**src/rtl/core/sha1_pkg.sv**
```systemverilog
package sha1_pkg;

    localparam logic CMD_APPEND = 1'b0;
    localparam logic CMD_FINISH = 1'b1;

    localparam int QUEUE_DEPTH = 2;
    localparam int QPTR_W      = 1;

    localparam logic [31:0] IV0 = 32'h67452301;
    localparam logic [31:0] IV1 = 32'hEFCDAB89;
    localparam logic [31:0] IV2 = 32'h98BADCFE;
    localparam logic [31:0] IV3 = 32'h10325476;
    localparam logic [31:0] IV4 = 32'hC3D2E1F0;

    localparam logic [31:0] K0 = 32'h5A827999;
    localparam logic [31:0] K1 = 32'h6ED9EBA1;
    localparam logic [31:0] K2 = 32'h8F1BBCDC;
    localparam logic [31:0] K3 = 32'hCA62C1D6;

    localparam logic [7:0] PAD_BYTE = 8'h80;

    // one classified item handed from front to back
    typedef struct packed {
        logic       finish;
        logic [7:0] data;
    } job_t;

    typedef enum logic [2:0] {
        ST_IDLE,
        ST_PAD,
        ST_LEN,
        ST_COMP,
        ST_ADD,
        ST_EMIT
    } state_t;

endpackage

```
**src/rtl/core/sha1_front.sv**
```systemverilog
// Input stage and job queue.
module sha1_front
(
    input  logic              clk,
    input  logic              rst_n,
    input  logic              in_valid,
    output logic              in_ready,
    input  logic              in_command,
    input  logic [7:0]        in_data,
    output logic              job_valid,
    input  logic              job_ready,
    output sha1_pkg::job_t    job
);

    sha1_pkg::job_t               q_mem [sha1_pkg::QUEUE_DEPTH];
    logic [sha1_pkg::QPTR_W-1:0]  wr_ptr_reg, rd_ptr_reg;
    logic [sha1_pkg::QPTR_W:0]    count_reg;
    logic                         push, pop;

    assign in_ready  = (count_reg != (sha1_pkg::QPTR_W+1)'(sha1_pkg::QUEUE_DEPTH));
    assign job_valid = (count_reg != '0);
    assign push      = in_valid && in_ready;
    assign pop       = job_valid && job_ready;
    assign job       = q_mem[rd_ptr_reg];

    always_ff @(posedge clk)
    begin
        if (push)
        begin
            q_mem[wr_ptr_reg].finish <= (in_command == sha1_pkg::CMD_FINISH);
            q_mem[wr_ptr_reg].data   <= in_data;
        end
    end

    always_ff @(posedge clk or negedge rst_n)
    begin
        if (!rst_n)
        begin
            wr_ptr_reg <= '0;
            rd_ptr_reg <= '0;
            count_reg  <= '0;
        end
        else
        begin
            if (push)
                wr_ptr_reg <= wr_ptr_reg + 1'b1;
            if (pop)
                rd_ptr_reg <= rd_ptr_reg + 1'b1;
            count_reg <= count_reg + {{sha1_pkg::QPTR_W{1'b0}}, push}
                                   - {{sha1_pkg::QPTR_W{1'b0}}, pop};
        end
    end

`ifndef ASSERT_OFF
    a_no_overflow: assert property (@(posedge clk) disable iff (!rst_n)
        count_reg <= (sha1_pkg::QPTR_W+1)'(sha1_pkg::QUEUE_DEPTH))
        else $error("queue overflow");
    a_count_up: assert property (@(posedge clk) disable iff (!rst_n)
        (push && !pop) |=> (count_reg == $past(count_reg) + 1'b1))
        else $error("queue count slip");
    a_empty_ptr: assert property (@(posedge clk) disable iff (!rst_n)
        (count_reg == '0) |-> (wr_ptr_reg == rd_ptr_reg))
        else $error("queue pointer mismatch");
`endif

endmodule

```
**src/rtl/core/sha1_back.sv**
```systemverilog
// Byte packing, padding, round engine and digest output.
module sha1_back
(
    input  logic              clk,
    input  logic              rst_n,
    input  logic              job_valid,
    output logic              job_ready,
    input  sha1_pkg::job_t    job,
    output logic              out_valid,
    input  logic              out_ready,
    output logic [31:0]       out_word,
    output logic [2:0]        out_index,
    output logic              out_last
);

    sha1_pkg::state_t state_reg, state_next;

    logic [31:0] chain_reg [5];
    logic [31:0] w_reg [16];
    logic [5:0]  bcnt_reg;
    logic [63:0] bits_reg;
    logic [63:0] len_reg;
    logic [2:0]  lcnt_reg;
    logic [6:0]  rnd_reg;
    logic [2:0]  widx_reg;
    logic        fin_reg;   // compression belongs to a finish
    logic        post_reg;  // state after compression: 0 idle, 1 padding
    logic [31:0] a_reg, b_reg, c_reg, d_reg, e_reg;

    // byte push control
    logic        push;
    logic [7:0]  push_byte;
    logic [3:0]  slot;
    logic        start_comp;

    logic [31:0] f, k, t, wn;

    assign slot = bcnt_reg[5:2];

    always_comb
    begin
        if (rnd_reg < 7'd20)
        begin
            f = (b_reg & c_reg) | (~b_reg & d_reg);
            k = sha1_pkg::K0;
        end
        else if (rnd_reg < 7'd40)
        begin
            f = b_reg ^ c_reg ^ d_reg;
            k = sha1_pkg::K1;
        end
        else if (rnd_reg < 7'd60)
        begin
            f = (b_reg & c_reg) | (b_reg & d_reg) | (c_reg & d_reg);
            k = sha1_pkg::K2;
        end
        else
        begin
            f = b_reg ^ c_reg ^ d_reg;
            k = sha1_pkg::K3;
        end
        t  = {a_reg[26:0], a_reg[31:27]} + f + e_reg + w_reg[0] + k;
        wn = w_reg[13] ^ w_reg[8] ^ w_reg[2] ^ w_reg[0];
        wn = {wn[30:0], wn[31]};
    end

    always_comb
    begin
        state_next = state_reg;
        job_ready  = 1'b0;
        push       = 1'b0;
        push_byte  = '0;
        unique case (state_reg)
            sha1_pkg::ST_IDLE:
            begin
                job_ready = 1'b1;
                if (job_valid)
                begin
                    push      = 1'b1;
                    push_byte = job.finish ? sha1_pkg::PAD_BYTE : job.data;
                end
            end
            sha1_pkg::ST_PAD:
            begin
                push = (bcnt_reg != 6'd56);
            end
            sha1_pkg::ST_LEN:
            begin
                push      = 1'b1;
                push_byte = len_reg[63:56];
            end
            default: ;
        endcase
        start_comp = push && (bcnt_reg == 6'd63);
        unique case (state_reg)
            sha1_pkg::ST_IDLE:
                if (job_valid)
                begin
                    if (start_comp)
                        state_next = sha1_pkg::ST_COMP;
                    else if (job.finish)
                        state_next = sha1_pkg::ST_PAD;
                end
            sha1_pkg::ST_PAD:
                if (start_comp)
                    state_next = sha1_pkg::ST_COMP;
                else if (bcnt_reg == 6'd56)
                    state_next = sha1_pkg::ST_LEN;
            sha1_pkg::ST_LEN:
                if (start_comp)
                    state_next = sha1_pkg::ST_COMP;
            sha1_pkg::ST_COMP:
                if (rnd_reg == 7'd79)
                    state_next = sha1_pkg::ST_ADD;
            sha1_pkg::ST_ADD:
                if (fin_reg)
                    state_next = sha1_pkg::ST_EMIT;
                else if (post_reg)
                    state_next = sha1_pkg::ST_PAD;
                else
                    state_next = sha1_pkg::ST_IDLE;
            sha1_pkg::ST_EMIT:
                if (out_ready && widx_reg == 3'd4)
                    state_next = sha1_pkg::ST_IDLE;
            default:
                state_next = sha1_pkg::ST_IDLE;
        endcase
    end

    assign out_valid = (state_reg == sha1_pkg::ST_EMIT);
    assign out_word  = chain_reg[widx_reg];
    assign out_index = widx_reg;
    assign out_last  = (widx_reg == 3'd4);

    always_ff @(posedge clk or negedge rst_n)
    begin
        if (!rst_n)
        begin
            state_reg    <= sha1_pkg::ST_IDLE;
            chain_reg[0] <= sha1_pkg::IV0;
            chain_reg[1] <= sha1_pkg::IV1;
            chain_reg[2] <= sha1_pkg::IV2;
            chain_reg[3] <= sha1_pkg::IV3;
            chain_reg[4] <= sha1_pkg::IV4;
            for (int i = 0; i < 16; i++)
                w_reg[i] <= '0;
            bcnt_reg <= '0;
            bits_reg <= '0;
            len_reg  <= '0;
            lcnt_reg <= '0;
            rnd_reg  <= '0;
            widx_reg <= '0;
            fin_reg  <= 1'b0;
            post_reg <= 1'b0;
            a_reg <= '0; b_reg <= '0; c_reg <= '0; d_reg <= '0; e_reg <= '0;
        end
        else
        begin
            state_reg <= state_next;
            if (push)
            begin
                w_reg[slot] <= {w_reg[slot][23:0], push_byte};
                bcnt_reg    <= bcnt_reg + 1'b1;
            end
            if (state_reg == sha1_pkg::ST_IDLE && job_valid)
            begin
                if (job.finish)
                begin
                    len_reg  <= bits_reg;
                    lcnt_reg <= '0;
                    fin_reg  <= 1'b0;
                    post_reg <= 1'b1;
                end
                else
                begin
                    bits_reg <= bits_reg + 64'd8;
                    post_reg <= 1'b0;
                end
            end
            if (state_reg == sha1_pkg::ST_LEN)
            begin
                len_reg  <= {len_reg[55:0], 8'h00};
                lcnt_reg <= lcnt_reg + 1'b1;
                if (lcnt_reg == 3'd7)
                    fin_reg <= 1'b1;
            end
            if (start_comp)
            begin
                rnd_reg <= '0;
                a_reg <= chain_reg[0];
                b_reg <= chain_reg[1];
                c_reg <= chain_reg[2];
                d_reg <= chain_reg[3];
                e_reg <= chain_reg[4];
            end
            if (state_reg == sha1_pkg::ST_COMP)
            begin
                // rolling 16-word schedule window
                for (int i = 0; i < 15; i++)
                    w_reg[i] <= w_reg[i+1];
                w_reg[15] <= wn;
                rnd_reg <= rnd_reg + 1'b1;
                e_reg <= d_reg;
                d_reg <= c_reg;
                c_reg <= {b_reg[1:0], b_reg[31:2]};
                b_reg <= a_reg;
                a_reg <= t;
            end
            if (state_reg == sha1_pkg::ST_ADD)
            begin
                chain_reg[0] <= chain_reg[0] + a_reg;
                chain_reg[1] <= chain_reg[1] + b_reg;
                chain_reg[2] <= chain_reg[2] + c_reg;
                chain_reg[3] <= chain_reg[3] + d_reg;
                chain_reg[4] <= chain_reg[4] + e_reg;
                for (int i = 0; i < 16; i++)
                    w_reg[i] <= '0;
                widx_reg <= '0;
            end
            if (state_reg == sha1_pkg::ST_EMIT && out_ready)
            begin
                widx_reg <= widx_reg + 1'b1;
                if (widx_reg == 3'd4)
                begin
                    chain_reg[0] <= sha1_pkg::IV0;
                    chain_reg[1] <= sha1_pkg::IV1;
                    chain_reg[2] <= sha1_pkg::IV2;
                    chain_reg[3] <= sha1_pkg::IV3;
                    chain_reg[4] <= sha1_pkg::IV4;
                    bits_reg <= '0;
                    fin_reg  <= 1'b0;
                    post_reg <= 1'b0;
                end
            end
        end
    end

`ifndef ASSERT_OFF
    a_rounds: assert property (@(posedge clk) disable iff (!rst_n)
        (state_reg == sha1_pkg::ST_COMP) |-> (rnd_reg < 7'd80))
        else $error("round counter out of range");
    a_emit_zero_bytes: assert property (@(posedge clk) disable iff (!rst_n)
        (state_reg == sha1_pkg::ST_EMIT) |-> (bcnt_reg == 6'd0))
        else $error("digest with partial block");
    a_comp_block_full: assert property (@(posedge clk) disable iff (!rst_n)
        $rose(state_reg == sha1_pkg::ST_COMP) |-> (bcnt_reg == 6'd0))
        else $error("compression without full block");
`endif

endmodule

```
**src/rtl/core/sha1_hash_stream_unit.sv**
```systemverilog
// SHA-1 hash over a byte stream.
// Slave channel s_axis_*: one item per message byte (tuser = 0, tdata = byte)
// or a finish command (tuser = 1, tdata ignored).
// Master channel m_axis_*: after a finish, five items H0..H4; tdata carries
// the digest word, tuser the word index, tlast marks H4.
// An append byte is packed into the current block; every 64th byte starts
// the 80-round compression (one round per cycle) and the chaining add,
// during which the back end takes no new byte.
// A finish pushes padding and length bytes, runs one or two compressions,
// then five output items, one per cycle while m_axis_tready is high.
// A two-entry queue decouples input from the compression engine, so bytes
// are still taken while a block compresses, until the queue fills.
// Reset (rst_n low, asynchronous) loads the initial vector, clears the block
// and the bit count. When the receiver stalls, the current digest item holds
// and the back end waits; input keeps filling the queue.
module sha1_hash_stream_unit
(
    input  logic        clk,
    input  logic        rst_n,
    input  logic        s_axis_tvalid,
    output logic        s_axis_tready,
    input  logic [7:0]  s_axis_tdata,   // [7:0] data_byte
    input  logic        s_axis_tuser,   // [0] command
    output logic        m_axis_tvalid,
    input  logic        m_axis_tready,
    output logic [31:0] m_axis_tdata,   // [31:0] digest_word
    output logic [2:0]  m_axis_tuser,   // [2:0] word_index
    output logic        m_axis_tlast    // last_word
);

    sha1_pkg::job_t job;
    logic           job_valid, job_ready;

    sha1_front u_front
    (
        .clk        (clk),
        .rst_n      (rst_n),
        .in_valid   (s_axis_tvalid),
        .in_ready   (s_axis_tready),
        .in_command (s_axis_tuser),
        .in_data    (s_axis_tdata),
        .job_valid  (job_valid),
        .job_ready  (job_ready),
        .job        (job)
    );

    sha1_back u_back
    (
        .clk       (clk),
        .rst_n     (rst_n),
        .job_valid (job_valid),
        .job_ready (job_ready),
        .job       (job),
        .out_valid (m_axis_tvalid),
        .out_ready (m_axis_tready),
        .out_word  (m_axis_tdata),
        .out_index (m_axis_tuser),
        .out_last  (m_axis_tlast)
    );

endmodule

```
**config.mk**
```make
export PLATFORM = sky130hd
export DESIGN_NAME = sha1_hash_stream_unit
export DESIGN_NICKNAME = d
export VERILOG_FILES = /design/src/rtl/core/sha1_pkg.sv /design/src/rtl/core/sha1_front.sv /design/src/rtl/core/sha1_back.sv /design/src/rtl/core/sha1_hash_stream_unit.sv
export SDC_FILE = /design/constraint.sdc
export NUM_CORES = 2
export LEC_CHECK = 0
export BUFFER_PORTS_ARGS = -buffer_cell sky130_fd_sc_hd__buf_2
export CAP_MARGIN = 20
export CELL_PAD_IN_SITES_DETAIL_PLACEMENT = 0
export CELL_PAD_IN_SITES_GLOBAL_PLACEMENT = 1
export CORE_MARGIN = 3
export CORE_UTILIZATION = 46
export CTS_CLUSTER_SIZE = 10
export DETAILED_ROUTE_END_ITERATION = 16
export PLACE_DENSITY = 0.74
export SYNTH_ARGS = -nofsm -noshare
export SYNTH_HDL_FRONTEND = slang
export SYNTH_SLANG_ARGS = --single-unit
```
**constraint.sdc**
```tcl
create_clock -name clk -period 5.9 [get_ports clk]
set_clock_uncertainty 0.2 [all_clocks]
set_input_delay 0.295 -clock clk [delete_from_list [all_inputs] [get_ports clk]]
set_output_delay 0.295 -clock clk [all_outputs]
set_load 0.1 [all_outputs]
```
# Word-level counts from Yosys, hierarchy flattened

Memory sizes are Yosys's and may differ from the RTL's.
Cells that the tools add are included.

Flip-flop bits (word level): 988
RAM bits: 18
Input bits: 13
Output and inout port bits: 38
Word-level logic and storage cells: 186
Memories kept: 1

Memories:

| memory        | words | bits a word | read ports | clocked after Yosys merged registers in | write ports | line             | text |
|---|---|---|---|---|---|---|---|
| u_front.q_mem | 2     | 9           | 1          | 0                                       | 1           | sha1_front.sv:15 | `sha1_pkg::job_t q_mem [sha1_pkg::QUEUE_DEPTH];` |

Add/subtract/negate cells: 18
Magnitude comparators: 6
Equal/unequal tests: 18
Multiplexer cells: 74
Bitwise operators: 15
Reduce and logical (&&, ||, !) cells: 16

Operator list:

| kind                  | number |
|---|---|
| $mux 512              | 3 |
| $mux 32               | 18 |
| $bwmux 512            | 1 |
| $mux 160              | 3 |
| $mux 64               | 7 |
| $add 32x32->32        | 9 |
| $xor 32x32->32        | 5 |
| $and 32x32->32        | 4 |
| $bmux 32 s4           | 1 |
| $demux 32 s4          | 1 |
| $bmux 32 s3           | 1 |
| $or 32x32->32         | 3 |
| $add 64x4->64 const B | 1 |
| $mux 24               | 2 |
| $mux 3                | 14 |
| $not 32->32           | 1 |
| $mux 31               | 1 |
| $pmux 3 s6            | 1 |
| $mux 8                | 2 |
| $pmux 8 s2            | 1 |
| $mux 1                | 15 |
| $lt 7x6->1 const B    | 2 |
| $mux 7                | 2 |
| $eq 3x3->1 const B    | 4 |
| other kinds (27)      | 45 |

# Depth between registers and ports, before layout

Depth in word-level cells: 11
Mapped depth: 27
Depth with buffers taken out: 25

# By module

From an unflattened synthesis, not the netlist that was laid out.

Cell total of the unflattened synthesis: 6265
Area total of the unflattened synthesis: 60449.2 um^2

By module, submodules not included:

| module     | instances | cells each | area each (um^2) | sequential area each (um^2) |
|---|---|---|---|---|
| sha1_back  | 1         | 6217       | 59579.6          | 24598.6 |
| sha1_front | 1         | 48         | 869.6            | 640.6 |

# Worst setup path after synthesis

OpenSTA, ideal clock, no wires.

Path kind: reg-to-reg
From: register u_back.rnd_reg[3]
To: register u_back.a_reg[21]
Library setup time: 0.120 ns
Arrival: 5.552 ns
Required time: 5.580 ns
Slack: 0.028 ns
Cell stages (with the launch flop): 26
Path buffers: 2
Clock period less this slack: 5.872 ns
Cell sequence: dfrtp_1 clkbuf_1 a41oi_1 inv_2 nor2_1 inv_2 nand2_1 clkbuf_1 nor2_1 nor2_1 fa_1 fa_1 inv_1 fa_1 inv_1 ha_1 a21o_1 a21o_1 a21oi_1 nand2b_1 nand3_1 a211oi_1 nor2_1 o21a_1 or3_1 a31o_1

Word-level cells in the longest chain between the ends: 9
Elaborated cells on any way between the ends: 14
Classes of those cells: 4 x add/sub; 3 x order compare; 7 x mux

RTL lines:

| what                         | line             | text |
|---|---|---|
| start: declaration           | sha1_back.sv:24  | `logic [6:0] rnd_reg;` |
| start signal: assignment     | sha1_back.sv:202 | `rnd_reg <= rnd_reg + 1'b1;` |
| $lt 7x6->1                   | sha1_back.sv:52  | `else if (rnd_reg < 7'd60)` |
| $mux 32                      | sha1_back.sv:52  |  |
| $mux 32                      | sha1_back.sv:47  | `else if (rnd_reg < 7'd40)` |
| $mux 32                      | sha1_back.sv:42  | `if (rnd_reg < 7'd20)` |
| $add 32x32->32 (3 in series) | sha1_back.sv:62  | `t = {a_reg[26:0], a_reg[31:27]} + f + e_reg + w_reg[0] + k;` |
| $add 32x32->32 *             | sha1_back.sv:62  |  |
| $mux 32 *                    | sha1_back.sv:196 | `if (state_reg == sha1_pkg::ST_COMP)` |
| end signal: assignment       | sha1_back.sv:190 | `a_reg <= chain_reg[0];` |
| end signal: assignment       | sha1_back.sv:207 | `a_reg <= t;` |
| end: declaration             | sha1_back.sv:28  | `logic [31:0] a_reg, b_reg, c_reg, d_reg, e_reg;` |

Every way passes the cells marked *; elsewhere a longest branch is shown, timed or not.
A chain may end at the register's enable or synchronous reset.

# Worst setup path after layout

From: register u_back.rnd_reg[4]
To: register u_back.a_reg[30]

Same word-level chain as after synthesis.

==> results.json <==
{
  "status": "finished, final reports clean",
  "cts_tree": "built",
  "synth_cell_types": 96,
  "finalHoldViolations": 0,
  "syn_area_um2": 62100,
  "hpwl_um": 131000,
  "tightestPinTransition_ps": 1330,
  "clk_pin_slew_ps": 60,
  "cts.path.max_buffers": 3,
  "synth.largest_area_cell": "dfrtp_1",
  "synth_nets": 6756,
  "maxCapViolations": 0,
  "layout.nets": 6598,
  "synth_flop_cell": "dfrtp_1",
  "htreeDepth": 3,
  "grt_usage_pct": 28.6,
  "clock-sinks": 1001,
  "endpoint_kind": "flop",
  "vdd_drop_max_mv": 0.543,
  "avgSynthCellArea_um2": 9.72,
  "coreArea_um2": 134000,
  "die_w_um": 373,
  "grt_pass1_wl_um": 312000,
  "synth_edf_count": 18,
  "num_io_pins": 51,
  "cp_max_fo": 32,
  "cp.arrival_ps": 5960,
  "largest_reg_flops": 512,
  "fillerInstances": 12200,
  "seqCellArea_um2": 25300,
  "start_util_pct": 46.4,
  "clock_latency_ps": 780,
  "rows": 134,
  "syn2layout_area_growth_pct": 9.77,
  "dr.pass1.iters": 9,
  "grt_overflow": 0,
  "drive_above_1_share_pct": 10.3,
  "routabilityCongestion": 0.878,
  "hold_depth": 4,
  "p_per_area_nw_per_um2": 690,
  "reg2reg_depth": 22,
  "drv_slew": 0,
  "numCtsBuffers": 117,
  "yosysTopAreaCellShare_pct": 36.4,
  "synthCells": 6389,
  "die_area_um2": 139000,
  "critPathKind": "reg -> reg",
  "relSlewSlack_pct": 10.7,
  "yosysSeqAreaShare_pct": 40.6,
  "routed_wl_um": 203000,
  "grt_max_degree": 198,
  "cp.required_ps": 6280,
  "leakage_uw": 0.0282,
  "synthArstFlopShare_pct": 98.2,
  "cp-start-kind": "flop",
  "grt_pass1_vias": 49200,
  "multiInputGateArea_um2": 34200,
  "vias": 50700,
  "die_h_um": 373,
  "hold_path_class": "in -> reg",
  "drtIter0Drc": 5896,
  "fmax_mhz": 179,
  "min_period_ps": 5580,
  "viasPerCell": 6.27,
  "yosys_warnings": 0,
  "synth_common_cells": "nand2_1 (906), dfrtp_1 (903), nor2_1 (433)",
  "ys_top_cells_by_area": "dfrtp_1 (36%), mux4_2 (5.5%), nand2_1 (5.5%)",
  "postRouteAntennaNets": 0,
  "setup_violations": 0,
  "fin_crit_sh_pct": 94.5,
  "portBuffers": 50,
  "cts_root_buffer": "clkbuf_16",
  "drcViolationCount": 0,
  "yosysMostFrequentCell": "nand2_1",
  "post-route-util_pct": 50.9,
  "ys_ff_latch": 1001,
  "wire_per_inst_um": 25.1,
  "setup_tns_ps": 0,
  "antenna_found_initial": 1
}
==> placed cells by master (no fill, tap or decap), types with 173 or more instances in the layout <==
| cell type | n |
|---|---|
| ha_1 | 230 |
| nor2_1 | 417 |
| a21oi_1 | 233 |
| o31ai_1 | 375 |
| a22oi_1 | 394 |
| nand2_1 | 901 |
| dfrtp_1 | 896 |
| o21ai_1 | 219 |
| inv_1 | 282 |
| xnor2_1 | 173 |
==> routing by layer <==
layer  share of wire, %  GRT usage, %  wire length [µm]
met1                 44          41.7             89800
met2                 46          44.2             92500
met3                6.8          4.14             13900
met4                3.2          8.58              6480
met5                  0             0                 0
==> repair_timing <==
| action | in CTS | in global routing |
|---|---|---|
| gates resized for setup | 0 | 13 |
| hold endpoints to repair | 119 | 0 |
| buffers inserted | 0 | 3 |
| setup endpoints to repair | 0 | 8 |
| hold buffers | 23 | 0 |
==> through the flow <==
stage	hold WS (ps)	worst slack [ps]	instance area, µm²	cells	power [µW]
after detailed placement	202	146	64200	7852	39800
after floorplan	-201	28.4	62100	6389	31300
after CTS	180	108	68000	8077	46900
final	264	324	68200	8086	47000
after global routing	270	-37.0	68200	8082	50400
after global placement	209	198	64200	7851	39500
==> where the power goes <==
| group | internal, µW | switching, µW | total, µW |
|---|---|---|---|
| clock network | 3830 | 3080 | 6910 |
| logic | 10000 | 18100 | 28200 |
| registers | 9120 | 2840 | 12000 |
==> path summary, 6_finish.rpt <==
kind	start	end	slack, ps
setup / recovery	u_back.rnd_reg[4]$_DFFE_PN0P_	u_back.a_reg[30]$_DFFE_PN0P_	320
hold / removal	s_axis_tvalid	u_front.wr_ptr_reg$_DFFE_PN0P_	260
setup reg to reg	u_back.rnd_reg[4]$_DFFE_PN0P_	u_back.a_reg[30]$_DFFE_PN0P_	320
hold reg to reg	u_back.w_reg[476]$_DFFE_PN0P_	u_back.w_reg[476]$_DFFE_PN0P_	280
max in group asynchronous	rst_n	u_back.w_reg[293]$_DFFE_PN0P_	3640
min in group asynchronous	rst_n	u_back.w_reg[190]$_DFFE_PN0P_	470
==> critical path, stage by stage, from the launching register on <==
cell and delay [ps]:
dfrtp_1 380, buf_4 180, o21ai_0 90, nand2_1 130, buf_12 230, inv_1 240, nor2_1 470, fa_1 520
fa_1 490, inv_1 50, fa_1 470, inv_1 40, ha_1 330, and4_1 270, nand2_1 60, nor3_1 270
nor4_1 100, buf_4 160, nor2_1 190, o21ai_1 140, o21ai_1 170, xnor2_1 130, o21ai_0 90
==> layout make-up <==
cell class                      count  share of cell area (%)
Antenna cell                        4                  0.0147
Clock buffer                      186                    4.85
Clock inverter                     16                   0.363
Inverter                          286                    1.57
Multi-Input combinational cell   4623                    50.2
Sequential cell                  1001                    37.0
Tap cell                         1768                    3.25
Timing Repair Buffer              202                    2.70
==> logic make-up after synthesis <==
kind of cell	after synthesis	synth area share, %
and+or+nand+nor	1722	11.9
DFF	1001	40.6
muxes	332	8.44
AOI/OAI and AO/OA	1916	21.3
buffers and inverters	765	4.80
adders and majority gates	354	8.63
xor gates and xnor gates	299	4.22
No activity file was read; power rests on OpenSTA's default activity.
